<file path="config.mk">
export PLATFORM = sky130hd
export DESIGN_NAME = utf8_decoder_31bit_unit
export DESIGN_NICKNAME = d
export VERILOG_FILES = /design/src/rtl/utf8d_pkg.sv /design/src/rtl/utf8d_front.sv /design/src/rtl/utf8d_fifo.sv /design/src/rtl/utf8d_back.sv /design/src/rtl/utf8_decoder_31bit_unit.sv
export SDC_FILE = /design/constraint.sdc
export NUM_CORES = 1
export LEC_CHECK = 0
export ABC_AREA = 1
export ABC_CLOCK_PERIOD_IN_PS = 3390
export CELL_PAD_IN_SITES_DETAIL_PLACEMENT = 0
export CELL_PAD_IN_SITES_GLOBAL_PLACEMENT = 1
export CORE_MARGIN = 2
export CORE_UTILIZATION = 40
export CTS_CLUSTER_DIAMETER = 60
export DETAILED_ROUTE_END_ITERATION = 10
export DONT_BUFFER_PORTS = 1
export GPL_TIMING_DRIVEN = 0
export HOLD_SLACK_MARGIN = 0.06
export PLACE_DENSITY = 0.62
export SETUP_SLACK_MARGIN = 0.3
export SYNTH_ARGS = -nofsm -noshare
export SYNTH_HDL_FRONTEND = slang
export SYNTH_SLANG_ARGS = --single-unit
</file>
<file path="constraint.sdc">
create_clock -name clk_i -period 3.39 [get_ports clk_i]
set_input_delay 0 -clock clk_i [delete_from_list [all_inputs] [get_ports clk_i]]
set_output_delay 0 -clock clk_i [all_outputs]
set_load 0.02 [all_outputs]
</file>
<file path="src/rtl/utf8d_pkg.sv">
// Shared types and constants for the 31-bit legacy UTF-8 decoder.
package utf8d_pkg;

  localparam int unsigned ByteW  = 8;
  localparam int unsigned CpW    = 31;
  localparam int unsigned BatchW = 16;
  localparam int unsigned LeftW  = 3;

  // Continuation payload mask
  localparam logic [ByteW-1:0] ContMask = 8'h3F;

  // Lead byte classes
  typedef enum logic [2:0] {
    LeadAscii,
    LeadTwo,
    LeadThree,
    LeadFour,
    LeadFive,
    LeadSix,
    LeadBad
  } lead_kind_e;

  // One decoded character between the front and the back
  typedef struct packed {
    logic [CpW-1:0] code_point;
    logic           decode_error;
  } char_t;

  // Classify a byte in lead position
  function automatic lead_kind_e classify_lead(input logic [ByteW-1:0] b);
    lead_kind_e kind;
    if ((b & 8'h80) == 8'h00) begin
      kind = LeadAscii;
    end else if ((b & 8'hE0) == 8'hC0) begin
      kind = LeadTwo;
    end else if ((b & 8'hF0) == 8'hE0) begin
      kind = LeadThree;
    end else if ((b & 8'hF8) == 8'hF0) begin
      kind = LeadFour;
    end else if ((b & 8'hFC) == 8'hF8) begin
      kind = LeadFive;
    end else if ((b & 8'hFE) == 8'hFC) begin
      kind = LeadSix;
    end else begin
      kind = LeadBad;
    end
    return kind;
  endfunction

endpackage

</file>
<file path="src/rtl/utf8d_front.sv">
// Front end: accepts bytes, tracks sequence state and gathers code point bits.
module utf8d_front (
  input  logic                          clk_i,
  input  logic                          rst_ni,
  input  logic                          accept_i,
  input  logic [utf8d_pkg::ByteW-1:0]   data_byte_i,
  output logic                          char_valid_o,
  output utf8d_pkg::char_t              char_o
);
  import utf8d_pkg::*;

  logic [LeftW-1:0] bytes_left_q, bytes_left_d;
  logic [CpW-1:0]   acc_q, acc_d;
  logic [CpW-1:0]   acc_shift;
  lead_kind_e       kind;

  assign acc_shift = {acc_q[CpW-7:0], data_byte_i[5:0] & ContMask[5:0]};
  assign kind      = classify_lead(data_byte_i);

  // Decode one byte
  always_comb begin
    bytes_left_d       = bytes_left_q;
    acc_d              = acc_q;
    char_valid_o       = 1'b0;
    char_o.code_point  = '0;
    char_o.decode_error = 1'b0;
    if (accept_i) begin
      if (bytes_left_q != '0) begin
        bytes_left_d = bytes_left_q - 1'b1;
        if (bytes_left_q == LeftW'(1)) begin
          char_valid_o      = 1'b1;
          char_o.code_point = acc_shift;
          acc_d             = '0;
        end else begin
          acc_d = acc_shift;
        end
      end else begin
        unique case (kind)
          LeadAscii: begin
            char_valid_o      = 1'b1;
            char_o.code_point = CpW'(data_byte_i);
          end
          LeadTwo: begin
            acc_d        = CpW'(data_byte_i & 8'h1F);
            bytes_left_d = LeftW'(1);
          end
          LeadThree: begin
            acc_d        = CpW'(data_byte_i & 8'h0F);
            bytes_left_d = LeftW'(2);
          end
          LeadFour: begin
            acc_d        = CpW'(data_byte_i & 8'h07);
            bytes_left_d = LeftW'(3);
          end
          LeadFive: begin
            acc_d        = CpW'(data_byte_i & 8'h03);
            bytes_left_d = LeftW'(4);
          end
          LeadSix: begin
            acc_d        = CpW'(data_byte_i & 8'h01);
            bytes_left_d = LeftW'(5);
          end
          default: begin
            acc_d               = '0;
            char_valid_o        = 1'b1;
            char_o.decode_error = 1'b1;
          end
        endcase
      end
    end
  end

  // Sequence state
  always_ff @(posedge clk_i or negedge rst_ni) begin
    if (!rst_ni) begin
      bytes_left_q <= '0;
      acc_q        <= '0;
    end else begin
      bytes_left_q <= bytes_left_d;
      acc_q        <= acc_d;
    end
  end

endmodule

</file>
<file path="src/rtl/utf8d_fifo.sv">
// Small queue of decoded characters between the front and the back.
module utf8d_fifo #(
  parameter int unsigned Depth = 4
) (
  input  logic             clk_i,
  input  logic             rst_ni,
  input  logic             push_i,
  input  utf8d_pkg::char_t data_i,
  input  logic             pop_i,
  output utf8d_pkg::char_t data_o,
  output logic             full_o,
  output logic             empty_o
);
  import utf8d_pkg::*;

  localparam int unsigned AddrW = (Depth > 1) ? $clog2(Depth) : 1;
  localparam int unsigned CntW  = $clog2(Depth + 1);

  char_t            mem_q [Depth];
  logic [AddrW-1:0] wr_ptr_q, wr_ptr_d;
  logic [AddrW-1:0] rd_ptr_q, rd_ptr_d;
  logic [CntW-1:0]  cnt_q, cnt_d;
  logic             do_push, do_pop;

  assign full_o  = (cnt_q == CntW'(Depth));
  assign empty_o = (cnt_q == '0);
  assign do_push = push_i && !full_o;
  assign do_pop  = pop_i && !empty_o;
  assign data_o  = mem_q[rd_ptr_q];

  // Pointer and fill count update
  always_comb begin
    wr_ptr_d = wr_ptr_q;
    rd_ptr_d = rd_ptr_q;
    if (do_push) begin
      wr_ptr_d = (wr_ptr_q == AddrW'(Depth - 1)) ? '0 : wr_ptr_q + 1'b1;
    end
    if (do_pop) begin
      rd_ptr_d = (rd_ptr_q == AddrW'(Depth - 1)) ? '0 : rd_ptr_q + 1'b1;
    end
    cnt_d = cnt_q + CntW'(do_push) - CntW'(do_pop);
  end

  always_ff @(posedge clk_i or negedge rst_ni) begin
    if (!rst_ni) begin
      wr_ptr_q <= '0;
      rd_ptr_q <= '0;
      cnt_q    <= '0;
    end else begin
      wr_ptr_q <= wr_ptr_d;
      rd_ptr_q <= rd_ptr_d;
      cnt_q    <= cnt_d;
    end
  end

  // Storage, no reset
  always_ff @(posedge clk_i) begin
    if (do_push) begin
      mem_q[wr_ptr_q] <= data_i;
    end
  end

endmodule

</file>
<file path="src/rtl/utf8d_back.sv">
// Back end: batch counting, configuration register and result register.
module utf8d_back (
  input  logic                         clk_i,
  input  logic                         rst_ni,
  input  logic                         cfg_valid,
  output logic                         cfg_ready,
  input  logic [utf8d_pkg::BatchW-1:0] batch_length_i,
  input  logic                         q_empty_i,
  input  utf8d_pkg::char_t             q_data_i,
  output logic                         q_pop_o,
  input  logic                         pop,
  output logic                         empty,
  output logic [utf8d_pkg::CpW-1:0]    code_point_o,
  output logic                         decode_error_o,
  output logic                         batch_last_o
);
  import utf8d_pkg::*;

  logic [BatchW-1:0] batch_len_q;
  logic [BatchW-1:0] count_q, count_d;
  logic [BatchW-1:0] count_inc;
  logic              out_valid_q;
  logic              mark;
  logic              take;

  assign cfg_ready = 1'b1;
  assign empty     = !out_valid_q;
  assign take      = !q_empty_i && (!out_valid_q || pop);
  assign q_pop_o   = take;
  assign count_inc = count_q + 1'b1;

  // Batch mark for the character being loaded
  always_comb begin
    mark    = 1'b0;
    count_d = count_q;
    if (take && !q_data_i.decode_error && (batch_len_q != '0)) begin
      if ((count_inc >= batch_len_q) || (count_inc == '0)) begin
        mark    = 1'b1;
        count_d = '0;
      end else begin
        count_d = count_inc;
      end
    end
  end

  // Control state and configuration
  always_ff @(posedge clk_i or negedge rst_ni) begin
    if (!rst_ni) begin
      batch_len_q <= '0;
      count_q     <= '0;
      out_valid_q <= 1'b0;
    end else begin
      if (cfg_valid) begin
        batch_len_q <= batch_length_i;
      end
      count_q <= count_d;
      if (take) begin
        out_valid_q <= 1'b1;
      end else if (pop) begin
        out_valid_q <= 1'b0;
      end
    end
  end

  // Result payload
  always_ff @(posedge clk_i) begin
    if (take) begin
      code_point_o   <= q_data_i.code_point;
      decode_error_o <= q_data_i.decode_error;
      batch_last_o   <= mark;
    end
  end

endmodule

</file>
<file path="src/rtl/utf8_decoder_31bit_unit.sv">
// Top level of the 31-bit legacy UTF-8 decoder.
// A byte that completes a character goes into the character queue, then into the result register.
// Throughput: one byte per cycle while full is low; bytes that do not finish a character produce no result.
// full rises only when the character queue (FifoDepth beats) and the result register are full.
// Reset: asynchronous active-low; clears sequence state, batch count, batch length and queues.
module utf8_decoder_31bit_unit #(
  parameter int unsigned FifoDepth = 4
) (
  input  logic                         clk_i,
  input  logic                         rst_ni,
  input  logic                         push,
  output logic                         full,
  input  logic [utf8d_pkg::ByteW-1:0]  data_byte_i,
  input  logic                         cfg_valid,
  output logic                         cfg_ready,
  input  logic [utf8d_pkg::BatchW-1:0] batch_length_i,
  output logic                         empty,
  input  logic                         pop,
  output logic [utf8d_pkg::CpW-1:0]    code_point_o,
  output logic                         decode_error_o,
  output logic                         batch_last_o
);
  import utf8d_pkg::*;

  logic  accept;
  logic  char_valid;
  char_t char_in;
  char_t char_out;
  logic  q_empty;
  logic  q_pop;

  assign accept = push && !full;

  utf8d_front u_front (
    .clk_i        (clk_i),
    .rst_ni       (rst_ni),
    .accept_i     (accept),
    .data_byte_i  (data_byte_i),
    .char_valid_o (char_valid),
    .char_o       (char_in)
  );

  utf8d_fifo #(
    .Depth (FifoDepth)
  ) u_fifo (
    .clk_i   (clk_i),
    .rst_ni  (rst_ni),
    .push_i  (char_valid),
    .data_i  (char_in),
    .pop_i   (q_pop),
    .data_o  (char_out),
    .full_o  (full),
    .empty_o (q_empty)
  );

  utf8d_back u_back (
    .clk_i          (clk_i),
    .rst_ni         (rst_ni),
    .cfg_valid      (cfg_valid),
    .cfg_ready      (cfg_ready),
    .batch_length_i (batch_length_i),
    .q_empty_i      (q_empty),
    .q_data_i       (char_out),
    .q_pop_o        (q_pop),
    .pop            (pop),
    .empty          (empty),
    .code_point_o   (code_point_o),
    .decode_error_o (decode_error_o),
    .batch_last_o   (batch_last_o)
  );

endmodule

</file>
; ---- Word-level counts from Yosys, hierarchy flattened
; Memory sizes are Yosys's and may differ from the RTL's.
; Cells that the tools add are included.
[totals]
memories = 1
mem_bits_rw = 128
input_bits = 29
regBits = 101
[mem_list]
columns = memory, words, word_bits, read_ports, rd_ports_with_merged_regs, write_ports, line_no
row1 = u_fifo.mem_q, 4, 32, 1, 0, 1, utf8d_fifo.sv:19  ; char_t mem_q [Depth];
[op_classes]
muxes = 29
reduce_logical = 24
n_lt_le_gt_ge = 1
addsub = 6
n_eq_ne = 15
[op_table]
columns = cell, n
row1 = $pmux W25 S6, 1
row2 = $mux W31, 2
row3 = $mux W25, 2
row4 = $mux W32, 1
row5 = $mux W3, 6
row6 = $add A16 B1 Y16 const B, 1
row7 = $ge A16 B16 Y1, 1
row8 = $logic_not A16 Y1, 1
row9 = $mux W16, 1
row10 = $reduce_bool A16 Y1, 1
row11 = $pmux W3 S5, 1
row12 = $eq A3 B3 Y1 const B, 4
row13 = $mux W1, 11
row14 = $logic_not A8 Y1, 1
row15 = $mux W8, 1
row16 = $eq A7 B7 Y1 const B, 1
row17 = $eq A3 B1 Y1 const B, 2
row18 = $eq A3 B2 Y1 const B, 2
row19 = $eq A6 B6 Y1 const B, 1
row20 = $logic_and A1 B1 Y1, 6
row21 = $logic_not A3 Y1, 2
row22 = $mux W2, 3
row23 = $reduce_bool A6 Y1, 1
row24 = $reduce_or A6 Y1, 1
row25 = other kinds (14), 21

; ---- Longest topological paths before layout
[depth]
ltp_word = 15
ltp_mapped = 18
mapped_depth_nobuf = 17

; ---- Hierarchy
; A second synthesis with hierarchy kept.
[unflattened]
hier_cells = 1031
hier_area_um2 = 10714.0
[modules_own_cells]
columns = mod, cells_each, instances, area_per_inst_um2
row1 = utf8d_fifo, 431, 1, 5482.8
row2 = utf8d_back, 372, 1, 3359.5
row3 = utf8d_front, 226, 1, 1861.8
row4 = utf8_decoder_31bit_unit, 2, 1, 10.0

; ---- Worst setup path before layout
; OpenSTA, ideal clock, no wires.
[synth_path]
kind = register to register
start = register u_front.bytes_left_q[0]
end = memory u_fifo.mem_q[0][0] (netlist name) (enable)
stages_incl_launch_ff = 9
period_less_slack_ps = 3101
slack_ps = 289
arrival_time_ps = 2680
n_path_buf = 0
required_time_ps = 2969
setup_time_ps = 421
cell_sequence = dfrtp_1 inv_1 ha_1 inv_1 nor2_1 nand3_1 nand2_1 nand2_1 nor2_1
[synth_via]
elab_chain_len = 7
word_cells_on_any_way = 8
[synth_rtl]
columns = item, line_no
row1 = from (decl), utf8d_front.sv:12  ; logic [LeftW-1:0] bytes_left_q, bytes_left_d;
row2 = from (signal assigned), utf8d_front.sv:79  ; bytes_left_q <= bytes_left_d;
row3 = $eq A3 B1 Y1, utf8d_front.sv:30  ; if (bytes_left_q == LeftW'(1)) begin
row4 = $mux W1, utf8d_front.sv:30
row5 = $mux W1 (*), utf8d_front.sv:28  ; if (bytes_left_q != '0) begin
row6 = $mux W1 (*), utf8d_front.sv:27  ; if (accept_i) begin
row7 = $logic_and A1 B1 Y1 (*), utf8d_fifo.sv:27  ; assign do_push = push_i && !full_o;
row8 = $mux W1 (*), utf8d_fifo.sv:58  ; if (do_push) begin
row9 = $mux W1 (implied by the code) (*), utf8d_fifo.sv:59  ; mem_q[wr_ptr_q] <= data_i;
row10 = to (decl), utf8d_fifo.sv:19
; Every way passes the cells marked *; elsewhere a longest branch is shown, timed or not.

; ---- Worst setup path after layout
[layout_path]
start = register u_front.bytes_left_q[1]
end = register u_fifo.cnt_q[2]
[layout_via]
elab_chain_len = 7
word_cells_on_any_way = 8
[layout_rtl]
columns = item, line_no
row1 = $eq A3 B1 Y1, utf8d_front.sv:30
row2 = $mux W1, utf8d_front.sv:30
row3 = $mux W1 (*), utf8d_front.sv:28
row4 = $mux W1 (*), utf8d_front.sv:27
row5 = $logic_and A1 B1 Y1 (*), utf8d_fifo.sv:27
row6 = named net u_fifo.do_push, utf8d_fifo.sv:23  ; logic do_push, do_pop;
row7 = $add A3 B1 Y3 (*), utf8d_fifo.sv:41  ; cnt_d = cnt_q + CntW'(do_push) - CntW'(do_pop);
row8 = $sub A3 B1 Y3 (*), utf8d_fifo.sv:41
row9 = named net u_fifo.cnt_d[2], utf8d_fifo.sv:22  ; logic [CntW-1:0] cnt_q, cnt_d;
row10 = to (signal assigned), utf8d_fifo.sv:52  ; cnt_q <= cnt_d;
row11 = to (decl), utf8d_fifo.sv:22
; Mark *: on every way through the listed nets, which the timed path passes. The rest lies on a longest branch.
; A chain may end at the register's enable or synchronous reset.

==> run_summary.xml <==
<?xml version="1.0" encoding="UTF-8"?>
<metrics>
  <group name="detailed_routing">
    <metric name="detail_route.wl_per_cell" unit="um">17.6</metric>
    <metric name="drc_errors" unit="">0</metric>
    <metric name="drt_iter0_markers" unit="">368</metric>
    <metric name="routed_wl" unit="um">24100</metric>
    <metric name="route.antenna.remaining_nets" unit="">0</metric>
    <metric name="detailroute.via_count" unit="">6840</metric>
    <metric name="avgViaCountPerCell" unit="">4.98</metric>
    <metric name="firstDrtPassIters" unit="">4</metric>
  </group>
  <group name="floorplanning">
    <metric name="dieArea" unit="um2">26000</metric>
    <metric name="vert_die_dim" unit="um">161</metric>
    <metric name="die-width" unit="um">161</metric>
    <metric name="floorplan.core_area" unit="um2">24300</metric>
    <metric name="io_pins" unit="">65</metric>
    <metric name="core.rowCount" unit="">57</metric>
    <metric name="floorplan.initialDensity" unit="%">40.7</metric>
  </group>
  <group name="yosys">
    <metric name="synthesis.yosys.warnings" unit="">0</metric>
    <metric name="ys_types" unit="">41</metric>
    <metric name="dominantRegCellSynth" unit="">sky130_fd_sc_hd__edfxtp_1</metric>
    <metric name="syn_area" unit="um2">9910</metric>
    <metric name="netlist_instances" unit="">927</metric>
    <metric name="postSynthRegisterBits" unit="">229</metric>
    <metric name="synth-async-reset-ratio" unit="%">29.7</metric>
    <metric name="synth_commonest_cells" unit="">sky130_fd_sc_hd__edfxtp_1, sky130_fd_sc_hd__nand2_1, sky130_fd_sc_hd__o21ai_0</metric>
    <metric name="largest_area_contributor_in_the_synthesized_netlist" unit="">sky130_fd_sc_hd__edfxtp_1</metric>
    <metric name="sequential_share_of_the_synthesized_area" unit="%">66.0</metric>
    <metric name="yosys.area.top_type_share" unit="%">48.8</metric>
    <metric name="synthesis.area_per_instance" unit="um2">10.7</metric>
    <metric name="synth_most_common_cell" unit="">sky130_fd_sc_hd__edfxtp_1</metric>
    <metric name="synth_nets" unit="">984</metric>
    <metric name="synth.area.top_cells" unit="">sky130_fd_sc_hd__edfxtp_1, sky130_fd_sc_hd__dfrtp_1, sky130_fd_sc_hd__o21ai_0, sky130_fd_sc_hd__nand2_1, sky130_fd_sc_hd__nor2_1</metric>
    <metric name="synth_enable_flop_cells" unit="">161</metric>
  </group>
  <group name="critical_path">
    <metric name="worst_path_dominant_cell_family" unit="">simple AND/OR/NAND/NOR gates</metric>
    <metric name="cp.required" unit="ns">3.81</metric>
    <metric name="crit_path_top_delay_cell" unit="">sky130_fd_sc_hd__fa_1</metric>
    <metric name="cp_max_fo" unit="">9</metric>
    <metric name="worstPathCellList" unit="">inv_1, ha_1, nand2_1, nor2_1, clkinv_1, nand2_1, nand2_1, inv_1, ha_1, inv_1, fa_1, xor2_1</metric>
    <metric name="endpoint_kind" unit="">flip-flop</metric>
    <metric name="startpoint_type" unit="">flip-flop</metric>
    <metric name="kind_of_critical_path" unit="">reg -&gt; reg</metric>
    <metric name="crit_arrival" unit="ns">3.25</metric>
    <metric name="worstPathBufferInverterCount" unit="">4</metric>
    <metric name="critical-path-max-stage-delay" unit="ns">0.37</metric>
  </group>
  <group name="power">
    <metric name="p_leak" unit="nW">4.71</metric>
    <metric name="power.share.combinational" unit="%">28.8</metric>
    <metric name="p_per_area" unit="nW/um2">832</metric>
    <metric name="power_frac_clock" unit="%">28.4</metric>
    <metric name="power.internal" unit="W">0.00633</metric>
    <metric name="power_switching_share" unit="%">36.9</metric>
    <metric name="seq_power_share" unit="%">42.9</metric>
    <metric name="total_switching_power" unit="W">0.00370</metric>
    <metric name="max-vdd-ir-drop" unit="V">0.000338</metric>
  </group>
  <group name="clocking">
    <metric name="cts_root_buffer" unit="">sky130_fd_sc_hd__clkbuf_16</metric>
    <metric name="tritoncts" unit="">done</metric>
    <metric name="clk_pin_slew_worst_paths" unit="ns">0.06</metric>
    <metric name="cts_max_level" unit="">1</metric>
    <metric name="cts_inserted_buffers" unit="">28</metric>
    <metric name="worstSkewPairLatency" unit="ns">0.54</metric>
    <metric name="cts_sinks" unit="">229</metric>
    <metric name="clk_path_buf_depth" unit="">3</metric>
  </group>
  <group name="timing">
    <metric name="fin_setup_tns" unit="ns">0</metric>
    <metric name="timing.final.crit_period" unit="ns">2.83</metric>
    <metric name="final_min_period_over_clock_period" unit="%">83.4</metric>
    <metric name="maxClockFrequency" unit="MHz">354</metric>
    <metric name="finClkSkew" unit="ns">0.0176</metric>
    <metric name="slew_viol_final" unit="">0</metric>
    <metric name="timing_worst_slew_pin_value" unit="ns">0.925</metric>
    <metric name="setup-violations-final" unit="">0</metric>
    <metric name="rsz0062_at_grt" unit="">yes</metric>
    <metric name="timing.final.hold_violations" unit="">0</metric>
    <metric name="max_slew_margin" unit="%">38.3</metric>
  </group>
  <group name="cells_and_area">
    <metric name="layout_cell_share_with_drive_strength_beyond_1" unit="%">7.53</metric>
    <metric name="layout.filler_cells" unit="">2229</metric>
    <metric name="finish.net_count" unit="">1086</metric>
    <metric name="n_antenna_cell" unit="">0</metric>
    <metric name="multi_input_comb_area" unit="um2">2890</metric>
    <metric name="design_area" unit="um2">12100</metric>
    <metric name="area.growth.synth_to_final" unit="%">21.7</metric>
    <metric name="final_core_util" unit="%">49.6</metric>
    <metric name="regArea" unit="um2">6540</metric>
  </group>
  <group name="worst_hold_path">
    <metric name="worstHoldPathType" unit="">in -&gt; async</metric>
  </group>
  <group name="placed_design">
    <metric name="placement.io_buffers" unit="">0</metric>
    <metric name="final_weighted_congestion_in_routability_driven_placement" unit="">0.788</metric>
    <metric name="dpl-instance-area" unit="um2">10400</metric>
    <metric name="dp_hpwl" unit="um">15600</metric>
  </group>
  <group name="grt">
    <metric name="grt_start_max_net_pins" unit="">69</metric>
    <metric name="grt_use_total" unit="%">19.0</metric>
    <metric name="grt_antenna_before_repair" unit="">0</metric>
    <metric name="grt-ovfl-total" unit="">0</metric>
    <metric name="first_pass_grt_wire_length" unit="um">38400</metric>
    <metric name="grt_pass1_vias" unit="">6979</metric>
  </group>
  <group name="flow_run">
    <metric name="cap_viol_max_count" unit="">0</metric>
  </group>
  <group name="outcome">
    <metric name="status" unit="">completed</metric>
  </group>
</metrics>
## registers in the layout, indices dropped and copies added (netlist names)
register	flops
u_fifo.mem_q	128
u_fifo.rd_ptr_q	2
u_front.acc_q	25
u_back.code_point_o	31
u_fifo.cnt_q	3
u_fifo.wr_ptr_q	2
u_back.out_valid_q	1
u_back.count_q	16
u_back.batch_len_q	16
u_front.bytes_left_q	3
u_back.decode_error_o	1
u_back.batch_last_o	1
## per-stage QoR
stage	power (W)	setup slack, ns	hold WS (ns)	cells
after CTS	0.0102	0.341	0.109	1370
final	0.0100	0.562	0.0996	1373
after global placement	0.00712	-1.51	-0.293	1251
after floorplan	0.00618	0.289	-0.296	927
after detailed placement	0.00718	0.259	-0.293	1255
after global routing	0.0107	0.277	0.148	1373
## tightest hold or removal path, cell delays in order
cell and delay, ns:
sky130_fd_sc_hd__dlygate4sd3_1 0.61, sky130_fd_sc_hd__buf_16 0.13, sky130_fd_sc_hd__buf_16 0.29
## power groups by stage
stage                     clock network, W  logic [W]  registers, W
after CTS                          0.00291    0.00295       0.00430
after floorplan                          0    0.00192       0.00426
final                              0.00284    0.00289       0.00430
after global placement                   0    0.00275       0.00436
after detailed placement                 0    0.00282       0.00435
after global routing               0.00304    0.00330       0.00437
## cell type report
type | count | share of cell area [%]
buffer | 39 | 1.38
clock buffer | 36 | 6.41
clock inverter | 14 | 0.945
inverter | 95 | 2.96
multi-input combinational | 564 | 24.0
sequential | 229 | 54.2
tap | 324 | 3.36
timing repair buffer | 72 | 6.71
## metal layers
layer / routed length (um) / track usage, % / up-vias
li1: - / - / 3402
met2: 12100 / 34.0 / 133
met5: 0 / 0 / -
met3: 983 / 2.90 / 38
met4: 412 / 4.67 / 0
met1: 10600 / 24.1 / 3267
## cell families after synthesis
kind of cell             count (synthesis)  share of synthesized area (%)
AO/OA/AOI/OAI                          200                           10.9
XOR/XNOR                                 4                          0.354
adder cells (fa/ha/maj)                 28                           3.61
buffers and inverters                  134                           5.28
flip-flops                             229                           66.0
multiplexers                             1                          0.114
other                                    1                         0.0379
AND/OR/NAND/NOR                        330                           13.7
## timing repair
item,CTS,global route
endpoints found under the setup margin,10,31
pin swaps,0,1
setup buffers,0,3
hold buffers,65,0
hold endpoints to repair,137,0
gates resized for setup,1,3
## final timing paths
path / slack, ns / endpoint / cells past startpoint / startpoint
setup reg to reg: 0.56 / u_fifo.cnt_q[2] / 12 / u_front.bytes_left_q[1]
setup / recovery: 0.56 / u_fifo.cnt_q[2] / 12 / u_front.bytes_left_q[1]
hold reg to reg: 0.48 / u_front.acc_q[2] / 2 / u_front.acc_q[2]
hold / removal: 0.1 / u_back.count_q[8] / 3 / rst_ni
min in group clk_i: 0.16 / u_back.batch_len_q[0] / 2 / cfg_valid
max in group asynchronous: 2.98 / u_back.count_q[0] / 3 / rst_ni
## placed cells by master (no fill, tap or decap), types with 3 or more instances in the layout
master | synthesis | final
sky130_fd_sc_hd__o21ai_0 | 123 | 123
sky130_fd_sc_hd__o22ai_1 | 38 | 38
sky130_fd_sc_hd__clkbuf_16 | 0 | 29
sky130_fd_sc_hd__nand2_1 | 151 | 151
sky130_fd_sc_hd__nor2_1 | 122 | 117
sky130_fd_sc_hd__o31ai_1 | 4 | 4
sky130_fd_sc_hd__nand4_1 | 8 | 8
sky130_fd_sc_hd__buf_4 | 1 | 3
sky130_fd_sc_hd__nor4_1 | 3 | 3
sky130_fd_sc_hd__dlygate4sd3_1 | 0 | 63
sky130_fd_sc_hd__clkinv_1 | 2 | 7
sky130_fd_sc_hd__buf_16 | 0 | 3
sky130_fd_sc_hd__edfxtp_1 | 161 | 161
sky130_fd_sc_hd__nor2_4 | 1 | 6
sky130_fd_sc_hd__clkbuf_1 | 30 | 35
sky130_fd_sc_hd__dfrtp_1 | 68 | 67
sky130_fd_sc_hd__nand3_1 | 20 | 20
sky130_fd_sc_hd__buf_2 | 7 | 7
sky130_fd_sc_hd__inv_6 | 0 | 3
sky130_fd_sc_hd__ha_1 | 27 | 27
sky130_fd_sc_hd__nor3_1 | 14 | 14
sky130_fd_sc_hd__buf_12 | 0 | 4
sky130_fd_sc_hd__inv_1 | 92 | 91
sky130_fd_sc_hd__a21oi_1 | 26 | 26
Power figures use the tool's default switching activity.
